$ cat src/design/sqce_pkg.sv
// shared types, codes and constants of the stack/queue command engine
package sqce_pkg;

    localparam int SQCE_DEPTH = 64;

    typedef enum logic [2:0] {
        REQ_PUSH = 3'd0,
        REQ_POP  = 3'd1,
        REQ_SWAP = 3'd2,
        REQ_PEEK = 3'd3,
        REQ_DUMP = 3'd4
    } req_code_t;

    typedef enum logic [2:0] {
        ST_OK         = 3'd0,
        ST_SWAP_SHORT = 3'd1,
        ST_PEEK_EMPTY = 3'd2,
        ST_POP_EMPTY  = 3'd3,
        ST_PUSH_FULL  = 3'd4
    } status_code_t;

    typedef enum logic [1:0] {
        ADDR_TOP,
        ADDR_NEXT,
        ADDR_PUSH,
        ADDR_DUMP
    } addr_sel_t;

    typedef enum logic [1:0] {
        WR_PUSH,
        WR_RDATA,
        WR_TEMP
    } wr_src_t;

    typedef enum logic [1:0] {
        UPD_NONE,
        UPD_PUSH,
        UPD_POP
    } upd_t;

    typedef struct packed {
        logic [2:0]         req_type;
        logic signed [31:0] push_value;
    } sqce_in_t;

    typedef struct packed {
        logic [2:0]         status;
        logic               has_value;
        logic signed [31:0] out_value;
        logic               last;
    } sqce_out_t;

    // controller to datapath
    typedef struct packed {
        logic         load_value;
        logic         mem_rd;
        logic         mem_wr;
        addr_sel_t    addr_sel;
        wr_src_t      wr_src;
        logic         temp_load;
        upd_t         upd;
        logic         dump_clr;
        logic         dump_inc;
        logic         out_load;
        status_code_t out_status;
        logic         out_from_mem;
        logic         out_last;
    } sqce_cmd_t;

    // datapath to controller
    typedef struct packed {
        logic empty;
        logic full;
        logic two_or_more;
        logic dump_done;
    } sqce_stat_t;

endpackage

$ cat src/design/sqce_ctrl.sv
// controller state machine of the command engine
module sqce_ctrl
    import sqce_pkg::*;
(
    input  logic       clk,
    input  logic       rst_n,
    input  logic       req_valid,
    output logic       req_ready,
    input  logic [2:0] req_type,
    output logic       rsp_valid,
    input  logic       rsp_ready,
    output sqce_cmd_t  cmd,
    input  sqce_stat_t stat
);

    typedef enum logic [2:0] {
        S_IDLE,
        S_EXEC,
        S_SWAP_B,
        S_SWAP_WA,
        S_SWAP_WB,
        S_PEEK_OUT,
        S_DUMP_OUT
    } state_t;

    state_t     state_reg, state_next;
    logic [2:0] req_type_reg;
    logic       rsp_valid_reg, rsp_valid_next;
    logic       out_free;

    assign req_ready = (state_reg == S_IDLE);
    assign rsp_valid = rsp_valid_reg;
    assign out_free  = !rsp_valid_reg || rsp_ready;

    always_comb
    begin
        cmd        = '0;
        state_next = state_reg;
        unique case (state_reg)
            S_IDLE:
            begin
                if (req_valid)
                begin
                    cmd.load_value = 1'b1;
                    cmd.dump_clr   = 1'b1;
                    state_next     = S_EXEC;
                end
            end
            S_EXEC:
            begin
                unique case (req_type_reg)
                    REQ_PUSH:
                    begin
                        if (out_free)
                        begin
                            cmd.out_load   = 1'b1;
                            cmd.out_last   = 1'b1;
                            cmd.out_status = stat.full ? ST_PUSH_FULL : ST_OK;
                            if (!stat.full)
                            begin
                                cmd.mem_wr   = 1'b1;
                                cmd.addr_sel = ADDR_PUSH;
                                cmd.wr_src   = WR_PUSH;
                                cmd.upd      = UPD_PUSH;
                            end
                            state_next = S_IDLE;
                        end
                    end
                    REQ_POP:
                    begin
                        if (out_free)
                        begin
                            cmd.out_load   = 1'b1;
                            cmd.out_last   = 1'b1;
                            cmd.out_status = stat.empty ? ST_POP_EMPTY : ST_OK;
                            if (!stat.empty)
                                cmd.upd = UPD_POP;
                            state_next = S_IDLE;
                        end
                    end
                    REQ_SWAP:
                    begin
                        if (stat.two_or_more)
                        begin
                            cmd.mem_rd   = 1'b1;
                            cmd.addr_sel = ADDR_TOP;
                            state_next   = S_SWAP_B;
                        end
                        else if (out_free)
                        begin
                            cmd.out_load   = 1'b1;
                            cmd.out_last   = 1'b1;
                            cmd.out_status = ST_SWAP_SHORT;
                            state_next     = S_IDLE;
                        end
                    end
                    REQ_PEEK:
                    begin
                        if (!stat.empty)
                        begin
                            cmd.mem_rd   = 1'b1;
                            cmd.addr_sel = ADDR_TOP;
                            state_next   = S_PEEK_OUT;
                        end
                        else if (out_free)
                        begin
                            cmd.out_load   = 1'b1;
                            cmd.out_last   = 1'b1;
                            cmd.out_status = ST_PEEK_EMPTY;
                            state_next     = S_IDLE;
                        end
                    end
                    REQ_DUMP:
                    begin
                        if (!stat.empty)
                        begin
                            cmd.mem_rd   = 1'b1;
                            cmd.addr_sel = ADDR_DUMP;
                            cmd.dump_inc = 1'b1;
                            state_next   = S_DUMP_OUT;
                        end
                        else if (out_free)
                        begin
                            cmd.out_load   = 1'b1;
                            cmd.out_last   = 1'b1;
                            cmd.out_status = ST_OK;
                            state_next     = S_IDLE;
                        end
                    end
                    default:
                    begin
                        // unused codes: plain ok, no state change
                        if (out_free)
                        begin
                            cmd.out_load   = 1'b1;
                            cmd.out_last   = 1'b1;
                            cmd.out_status = ST_OK;
                            state_next     = S_IDLE;
                        end
                    end
                endcase
            end
            S_SWAP_B:
            begin
                cmd.mem_rd    = 1'b1;
                cmd.addr_sel  = ADDR_NEXT;
                cmd.temp_load = 1'b1;
                state_next    = S_SWAP_WA;
            end
            S_SWAP_WA:
            begin
                cmd.mem_wr   = 1'b1;
                cmd.addr_sel = ADDR_TOP;
                cmd.wr_src   = WR_RDATA;
                state_next   = S_SWAP_WB;
            end
            S_SWAP_WB:
            begin
                if (out_free)
                begin
                    cmd.mem_wr     = 1'b1;
                    cmd.addr_sel   = ADDR_NEXT;
                    cmd.wr_src     = WR_TEMP;
                    cmd.out_load   = 1'b1;
                    cmd.out_last   = 1'b1;
                    cmd.out_status = ST_OK;
                    state_next     = S_IDLE;
                end
            end
            S_PEEK_OUT:
            begin
                if (out_free)
                begin
                    cmd.out_load     = 1'b1;
                    cmd.out_last     = 1'b1;
                    cmd.out_from_mem = 1'b1;
                    cmd.out_status   = ST_OK;
                    state_next       = S_IDLE;
                end
            end
            S_DUMP_OUT:
            begin
                if (out_free)
                begin
                    cmd.out_load     = 1'b1;
                    cmd.out_from_mem = 1'b1;
                    cmd.out_status   = ST_OK;
                    cmd.out_last     = stat.dump_done;
                    if (stat.dump_done)
                        state_next = S_IDLE;
                    else
                    begin
                        cmd.mem_rd   = 1'b1;
                        cmd.addr_sel = ADDR_DUMP;
                        cmd.dump_inc = 1'b1;
                    end
                end
            end
            default:
            begin
                state_next = S_IDLE;
            end
        endcase
    end

    assign rsp_valid_next = cmd.out_load || (rsp_valid_reg && !rsp_ready);

    always_ff @(posedge clk or negedge rst_n)
    begin
        if (!rst_n)
        begin
            state_reg     <= S_IDLE;
            req_type_reg  <= 3'd0;
            rsp_valid_reg <= 1'b0;
        end
        else
        begin
            state_reg     <= state_next;
            rsp_valid_reg <= rsp_valid_next;
            if (req_valid && req_ready)
                req_type_reg <= req_type;
        end
    end

endmodule

$ cat src/design/sqce_datapath.sv
// datapath: entry memory, top index, fill count, dump counter, result register
module sqce_datapath
    import sqce_pkg::*;
#(
    parameter int DEPTH = SQCE_DEPTH
)
(
    input  logic               clk,
    input  logic               rst_n,
    input  logic               cfg_wr_en,
    input  logic               cfg_wr_data,
    input  logic signed [31:0] push_value,
    input  sqce_cmd_t          cmd,
    output sqce_stat_t         stat,
    output sqce_out_t          rsp
);

    localparam int AW = (DEPTH > 1) ? $clog2(DEPTH) : 1;
    localparam int CW = $clog2(DEPTH + 1);
    localparam logic [AW:0]   DEPTH_W = (AW + 1)'(DEPTH);
    localparam logic [CW-1:0] DEPTH_C = CW'(DEPTH);

    logic [31:0]   mem [DEPTH];
    logic [AW-1:0] top_reg, top_next;
    logic [CW-1:0] cnt_reg, cnt_next;
    logic [CW-1:0] k_reg, k_next;
    logic          mode_reg;
    logic [31:0]   val_reg;
    logic [31:0]   temp_reg;
    logic [31:0]   rd_data_reg;
    sqce_out_t     out_reg;

    logic [AW-1:0] off;
    logic [AW:0]   sum;
    logic [AW:0]   sum_wrap;
    logic [AW:0]   inc;
    logic [AW:0]   inc_wrap;
    logic [AW-1:0] top_minus1;
    logic [AW-1:0] addr;
    logic [31:0]   wdata;

    always_comb
    begin
        unique case (cmd.addr_sel)
            ADDR_TOP:  off = '0;
            ADDR_NEXT: off = AW'(1);
            ADDR_PUSH: off = cnt_reg[AW-1:0];
            ADDR_DUMP: off = k_reg[AW-1:0];
            default:   off = '0;
        endcase
    end

    // circular offset from the top slot
    assign sum      = {1'b0, top_reg} + {1'b0, off};
    assign sum_wrap = (sum >= DEPTH_W) ? (sum - DEPTH_W) : sum;
    assign inc      = {1'b0, top_reg} + (AW + 1)'(1);
    assign inc_wrap = (inc >= DEPTH_W) ? (inc - DEPTH_W) : inc;
    assign top_minus1 = (top_reg == '0) ? AW'(DEPTH - 1) : (top_reg - AW'(1));

    assign addr = (cmd.addr_sel == ADDR_PUSH && !mode_reg) ? top_minus1 : sum_wrap[AW-1:0];

    always_comb
    begin
        unique case (cmd.wr_src)
            WR_PUSH:  wdata = val_reg;
            WR_RDATA: wdata = rd_data_reg;
            WR_TEMP:  wdata = temp_reg;
            default:  wdata = val_reg;
        endcase
    end

    always_comb
    begin
        top_next = top_reg;
        cnt_next = cnt_reg;
        unique case (cmd.upd)
            UPD_PUSH:
            begin
                if (!mode_reg)
                    top_next = top_minus1;
                cnt_next = cnt_reg + CW'(1);
            end
            UPD_POP:
            begin
                top_next = inc_wrap[AW-1:0];
                cnt_next = cnt_reg - CW'(1);
            end
            default:
            begin
                top_next = top_reg;
            end
        endcase
    end

    always_comb
    begin
        k_next = k_reg;
        if (cmd.dump_clr)
            k_next = '0;
        else if (cmd.dump_inc)
            k_next = k_reg + CW'(1);
    end

    always_ff @(posedge clk or negedge rst_n)
    begin
        if (!rst_n)
        begin
            top_reg  <= '0;
            cnt_reg  <= '0;
            k_reg    <= '0;
            mode_reg <= 1'b0;
        end
        else
        begin
            top_reg <= top_next;
            cnt_reg <= cnt_next;
            k_reg   <= k_next;
            if (cfg_wr_en)
                mode_reg <= cfg_wr_data;
        end
    end

    // payload registers and entry memory
    always_ff @(posedge clk)
    begin
        if (cmd.load_value)
            val_reg <= push_value;
        if (cmd.temp_load)
            temp_reg <= rd_data_reg;
        if (cmd.mem_rd)
            rd_data_reg <= mem[addr];
        if (cmd.mem_wr)
            mem[addr] <= wdata;
        if (cmd.out_load)
        begin
            out_reg.status    <= cmd.out_status;
            out_reg.has_value <= cmd.out_from_mem;
            out_reg.out_value <= cmd.out_from_mem ? rd_data_reg : 32'd0;
            out_reg.last      <= cmd.out_last;
        end
    end

    assign stat.empty       = (cnt_reg == '0);
    assign stat.full        = (cnt_reg == DEPTH_C);
    assign stat.two_or_more = (cnt_reg >= CW'(2));
    assign stat.dump_done   = (k_reg == cnt_reg);
    assign rsp              = out_reg;

endmodule

$ cat src/design/stack_queue_command_engine_unit.sv
// push, pop, short swap, empty peek/dump and unused codes load their result in the execute state
// peek with data reads the top entry first; swap does two reads then two writes on the single memory port
// dump: results follow one per cycle while the result channel is not stalled, paced by the memory read port
// one transaction at a time: next request taken once the last result sits in the output register
// reset (rst_n, async, active low) empties the store and clears insert mode to stack; entry contents
// are not cleared, only live entries are read
module stack_queue_command_engine_unit
    import sqce_pkg::*;
#(
    parameter int DEPTH = SQCE_DEPTH
)
(
    input  logic      clk,
    input  logic      rst_n,
    // configuration: insert mode, 0 stack, 1 queue
    input  logic      cfg_wr_en,
    input  logic      cfg_wr_data,
    // request channel
    input  logic      req_valid,
    output logic      req_ready,
    input  sqce_in_t  req,
    // result channel
    output logic      rsp_valid,
    input  logic      rsp_ready,
    output sqce_out_t rsp
);

    // command and status between controller and datapath
    sqce_cmd_t  cmd;
    sqce_stat_t stat;

    // controller: sequences each transaction, owns the result valid flag
    sqce_ctrl u_ctrl (
        .clk       (clk),
        .rst_n     (rst_n),
        .req_valid (req_valid),
        .req_ready (req_ready),
        .req_type  (req.req_type),
        .rsp_valid (rsp_valid),
        .rsp_ready (rsp_ready),
        .cmd       (cmd),
        .stat      (stat)
    );

    // datapath: circular entry store with registered read, top index and fill count
    sqce_datapath #(
        .DEPTH (DEPTH)
    ) u_datapath (
        .clk         (clk),
        .rst_n       (rst_n),
        .cfg_wr_en   (cfg_wr_en),
        .cfg_wr_data (cfg_wr_data),
        .push_value  (req.push_value),
        .cmd         (cmd),
        .stat        (stat),
        .rsp         (rsp)
    );

endmodule

$ cat config.mk
export PLATFORM = sky130hd
export DESIGN_NAME = stack_queue_command_engine_unit
export DESIGN_NICKNAME = d
export VERILOG_FILES = /design/src/design/sqce_pkg.sv /design/src/design/sqce_ctrl.sv /design/src/design/sqce_datapath.sv /design/src/design/stack_queue_command_engine_unit.sv
export SDC_FILE = /design/constraint.sdc
export NUM_CORES = 2
export LEC_CHECK = 0
export ABC_CLOCK_PERIOD_IN_PS = 8380
export BUFFER_PORTS_ARGS = -buffer_cell sky130_fd_sc_hd__buf_2
export CORE_AREA = 2 2 390 392
export DETAILED_ROUTE_END_ITERATION = 10
export DIE_AREA = 0 0 392 394
export PLACE_DENSITY = 0.73
export SLEW_MARGIN = 20
export SYNTH_ARGS = -nofsm -noshare
export SYNTH_HDL_FRONTEND = slang
export SYNTH_SLANG_ARGS = --single-unit
$ cat constraint.sdc
create_clock -name clk -period 8.38 [get_ports clk]
set_input_delay 0.838 -clock clk [delete_from_list [all_inputs] [get_ports clk]]
set_output_delay 0.838 -clock clk [all_outputs]
set_load 0.03 [all_outputs]
==> flow_results.xml <==
<?xml version="1.0" encoding="UTF-8"?>
<metrics>
  <group name="run_status">
    <metric name="outcome" unit="">completed</metric>
  </group>
  <group name="synth">
    <metric name="synth_cell_types" unit="">62</metric>
    <metric name="mappedNetlistNets" unit="">6649</metric>
    <metric name="synthesized_flop_and_latch_total" unit="">2209</metric>
    <metric name="synth.cell_area" unit="mm2">0.0896</metric>
    <metric name="syn-mean-instance-area" unit="um2">13.6</metric>
    <metric name="synth_most_common_cell" unit="">sky130_fd_sc_hd__edfxtp_1</metric>
    <metric name="dominantRegCellSynth" unit="">sky130_fd_sc_hd__edfxtp_1</metric>
    <metric name="ys_seq_area_share" unit="%">73.8</metric>
    <metric name="ys.warnings.count" unit="">0</metric>
    <metric name="yosys.area.top_type" unit="">sky130_fd_sc_hd__edfxtp_1</metric>
    <metric name="synth-edff-count" unit="">2181</metric>
    <metric name="yosys-top-cells-area" unit="">sky130_fd_sc_hd__edfxtp_1, sky130_fd_sc_hd__a21oi_1, sky130_fd_sc_hd__o21ai_0</metric>
    <metric name="async_flop_share" unit="%">1.27</metric>
    <metric name="synthDominantCellAreaShare" unit="%">73.1</metric>
    <metric name="synthesis.instances" unit="">6588</metric>
    <metric name="synth_top_cells_by_count" unit="">sky130_fd_sc_hd__edfxtp_1, sky130_fd_sc_hd__a21oi_1, sky130_fd_sc_hd__o21ai_0</metric>
  </group>
  <group name="final_layout">
    <metric name="drive_above_1_share" unit="%">11.2</metric>
    <metric name="areaGrowthSynthToFinish" unit="%">12.3</metric>
    <metric name="final_net_count" unit="">6581</metric>
    <metric name="largest_reg_flops" unit="">2048</metric>
    <metric name="utilization" unit="%">66.8</metric>
    <metric name="reg_with_most_ffs" unit="">u_datapath.mem</metric>
  </group>
  <group name="sta">
    <metric name="hold_viol" unit="">0</metric>
    <metric name="timing.slew.headroom" unit="%">18.3</metric>
    <metric name="post_route_clock_skew" unit="ns">0.0250</metric>
    <metric name="final.period_utilization" unit="%">86.9</metric>
    <metric name="grt_setup_unrepaired" unit="">no</metric>
    <metric name="worstMarginPinSlew" unit="ns">1.21</metric>
    <metric name="max_freq" unit="GHz">0.137</metric>
    <metric name="setup_viol_count_final" unit="">0</metric>
    <metric name="timing.final.ws_setup" unit="ns">1.10</metric>
    <metric name="finalSetupTns" unit="ns">0</metric>
    <metric name="slew_violations" unit="">0</metric>
    <metric name="post-route-min-period" unit="ns">7.28</metric>
  </group>
  <group name="clocking">
    <metric name="clk_sinks" unit="">2209</metric>
    <metric name="clk_pin_slew" unit="ns">0.06</metric>
    <metric name="clk_latency" unit="ns">0.86</metric>
    <metric name="cts-htree-levels" unit="">4</metric>
    <metric name="numCtsBuffers" unit="">210</metric>
    <metric name="cts.repair_timing.setup_buffer_count" unit="">0</metric>
    <metric name="cell_at_the_root_of_the_clock_tree" unit="">sky130_fd_sc_hd__clkbuf_16</metric>
    <metric name="cts_resized" unit="">0</metric>
    <metric name="max_clock_buf_depth" unit="">3</metric>
    <metric name="cts_tree" unit="">yes</metric>
    <metric name="cts_hold_buffers" unit="">0</metric>
  </group>
  <group name="global_routing">
    <metric name="grt_antenna_before_repair" unit="">3</metric>
    <metric name="groute.usage.overall" unit="%">33.6</metric>
    <metric name="first_global_vias" unit="">58200</metric>
    <metric name="wire_length_of_the_first_global_routing_pass" unit="mm">385</metric>
    <metric name="total_gr_overflow" unit="">0</metric>
    <metric name="grt_max_degree" unit="">150</metric>
  </group>
  <group name="setup_path">
    <metric name="required" unit="ns">9.00</metric>
    <metric name="crit_slowest_cell" unit="">sky130_fd_sc_hd__mux2i_4</metric>
    <metric name="max_fo_critical_path" unit="">28</metric>
    <metric name="slowest_delay" unit="ns">0.87</metric>
    <metric name="worst-r2r-setup-slack" unit="ns">1.10</metric>
    <metric name="worst_r2r_endpoint" unit="">u_datapath.rd_data_reg[21]</metric>
    <metric name="crit_path_end_kind" unit="">flip-flop</metric>
    <metric name="critical_path.startpoint" unit="">u_datapath.cnt_reg[6]</metric>
    <metric name="cp_cell_sequence" unit="">xnor2_1, nand4_1, nor4_1, nand2_1, a21boi_0, o31a_1, o21ai_0, and2_1, ha_1, fa_1, xnor2_1, nor2_1, mux2i_4, buf_4, buf_4, a21oi_1, o41ai_1, nand4_1, mux2_2</metric>
    <metric name="reg2reg_depth" unit="">19</metric>
    <metric name="worst-endpoint-arrival" unit="ns">7.90</metric>
    <metric name="regToRegStartpoint" unit="">u_datapath.cnt_reg[6]</metric>
    <metric name="criticalPathCategory" unit="">reg -&gt; reg</metric>
    <metric name="timing.critical_path.from_type" unit="">flip-flop</metric>
  </group>
  <group name="drt">
    <metric name="routed_wl" unit="mm">263</metric>
    <metric name="route.vias.total" unit="">61200</metric>
    <metric name="first_iter_violations" unit="">10700</metric>
    <metric name="firstDrtPassIters" unit="">9</metric>
    <metric name="detail-route-antenna-nets" unit="">0</metric>
    <metric name="average_wire_per_standard_cell" unit="um">30.2</metric>
    <metric name="drcViolationCount" unit="">0</metric>
    <metric name="vias_per_cell" unit="">7.01</metric>
  </group>
  <group name="floorplanning">
    <metric name="initial_core_util" unit="%">59.5</metric>
    <metric name="ioPinCount" unit="">80</metric>
    <metric name="rows" unit="">143</metric>
    <metric name="die_area" unit="mm2">0.154</metric>
    <metric name="die_height" unit="um">394</metric>
    <metric name="chipWidth" unit="um">392</metric>
    <metric name="coreArea" unit="mm2">0.151</metric>
  </group>
  <group name="place">
    <metric name="dp.final_hpwl" unit="mm">144</metric>
    <metric name="placement.setup.worst_slack" unit="ns">1.33</metric>
    <metric name="globalplace.congestion" unit="">0.881</metric>
    <metric name="portBuffers" unit="">79</metric>
  </group>
  <group name="min_path">
    <metric name="min_path_type" unit="">in -&gt; async</metric>
  </group>
  <group name="job">
    <metric name="drv_cap" unit="">0</metric>
  </group>
</metrics>
-- cells in the final DEF, fill, tap and decap left out, drive strengths merged, types with 4 or more instances in the layout --
cell / n
buf: 318
clkinvlp: 5
mux2: 12
a31oi: 4
mux2i: 92
and4: 6
a21o: 5
xor2: 12
o221ai: 4
ha: 18
bufinv: 22
and3: 7
nand2: 281
o21ai: 904
nor4: 10
nand3: 840
and2: 37
dfrtp: 28
inv: 31
clkinv: 101
nor2: 94
clkbuf: 250
o41a: 132
nor2b: 5
nor3: 8
o311ai: 46
edfxtp: 2181
nand4: 42
a21oi: 960
o22ai: 47
or2: 9
xnor2: 14
o41ai: 97
a22oi: 33
-- stage by stage --
stage	instances	area [um2]	hold slack, ns
floorplan	6588	89600	0.442
global route	8725	101000	0.0713
global placement	8321	93400	0.479
finish	8726	101000	0.0245
detailed placement	8329	93600	0.471
CTS	8716	100000	0.00871
-- worst max-delay path: cells and delay by family, from the launching register on --
family                   cells  cell delay, ns
AO/OA/AOI/OAI                5            1.47
XOR/XNOR                     2            0.56
adder cells (fa/ha/maj)      2            0.65
buffers and inverters        2            0.90
flip-flops                   1            0.48
multiplexers                 2            1.28
AND/OR/NAND/NOR              6            1.69
-- layout make-up --
class,count,area (um2)
Antenna cell,1,2.50
Fill cell,10400,50000
Tap cell,2030,2540
Clock inverter,137,1260
Timing Repair Buffer,318,3040
Clock buffer,250,5490
Sequential cell,2209,66200
Multi-Input combinational cell,3759,22000
Inverter,22,82.6
-- worst max-delay path by stage --
stage,endpoint,slack (ns)
finish,u_datapath.rd_data_reg[21],1.10
global route,u_datapath.rd_data_reg[21],1.0
CTS,u_datapath.rd_data_reg[21],1.34
detailed placement,u_datapath.rd_data_reg[21],1.33
global placement,u_datapath.rd_data_reg[21],1.26
floorplan,u_datapath.mem[46][0],2.42
-- metal layers --
metal,share of wire [%],wire (um),global-route usage (%)
met1,36,95200,46.9
met3,12,31300,6.51
met4,6.6,17400,19.4
met5,0.0049,13,0
met2,45,120000,49.9
-- logic make-up (layout without fill, tap and decap cells) --
group                    Yosys count  in the layout  synth area share (%)
adder cells (fa/ha/maj)           20             20                 0.296
other                              0              1                     0
AO/OA/AOI/OAI                   2257           2257                  14.4
buffers and inverters            620            727                  2.70
flip-flops                      2209           2209                  73.8
XOR/XNOR                          26             26                 0.254
multiplexers                     104            104                  1.21
AND/OR/NAND/NOR                 1352           1352                  7.29
Power is left out: the tool's default activity adds up to more than one toggle a clock period on the data nets, which glitch-free logic cannot reach.
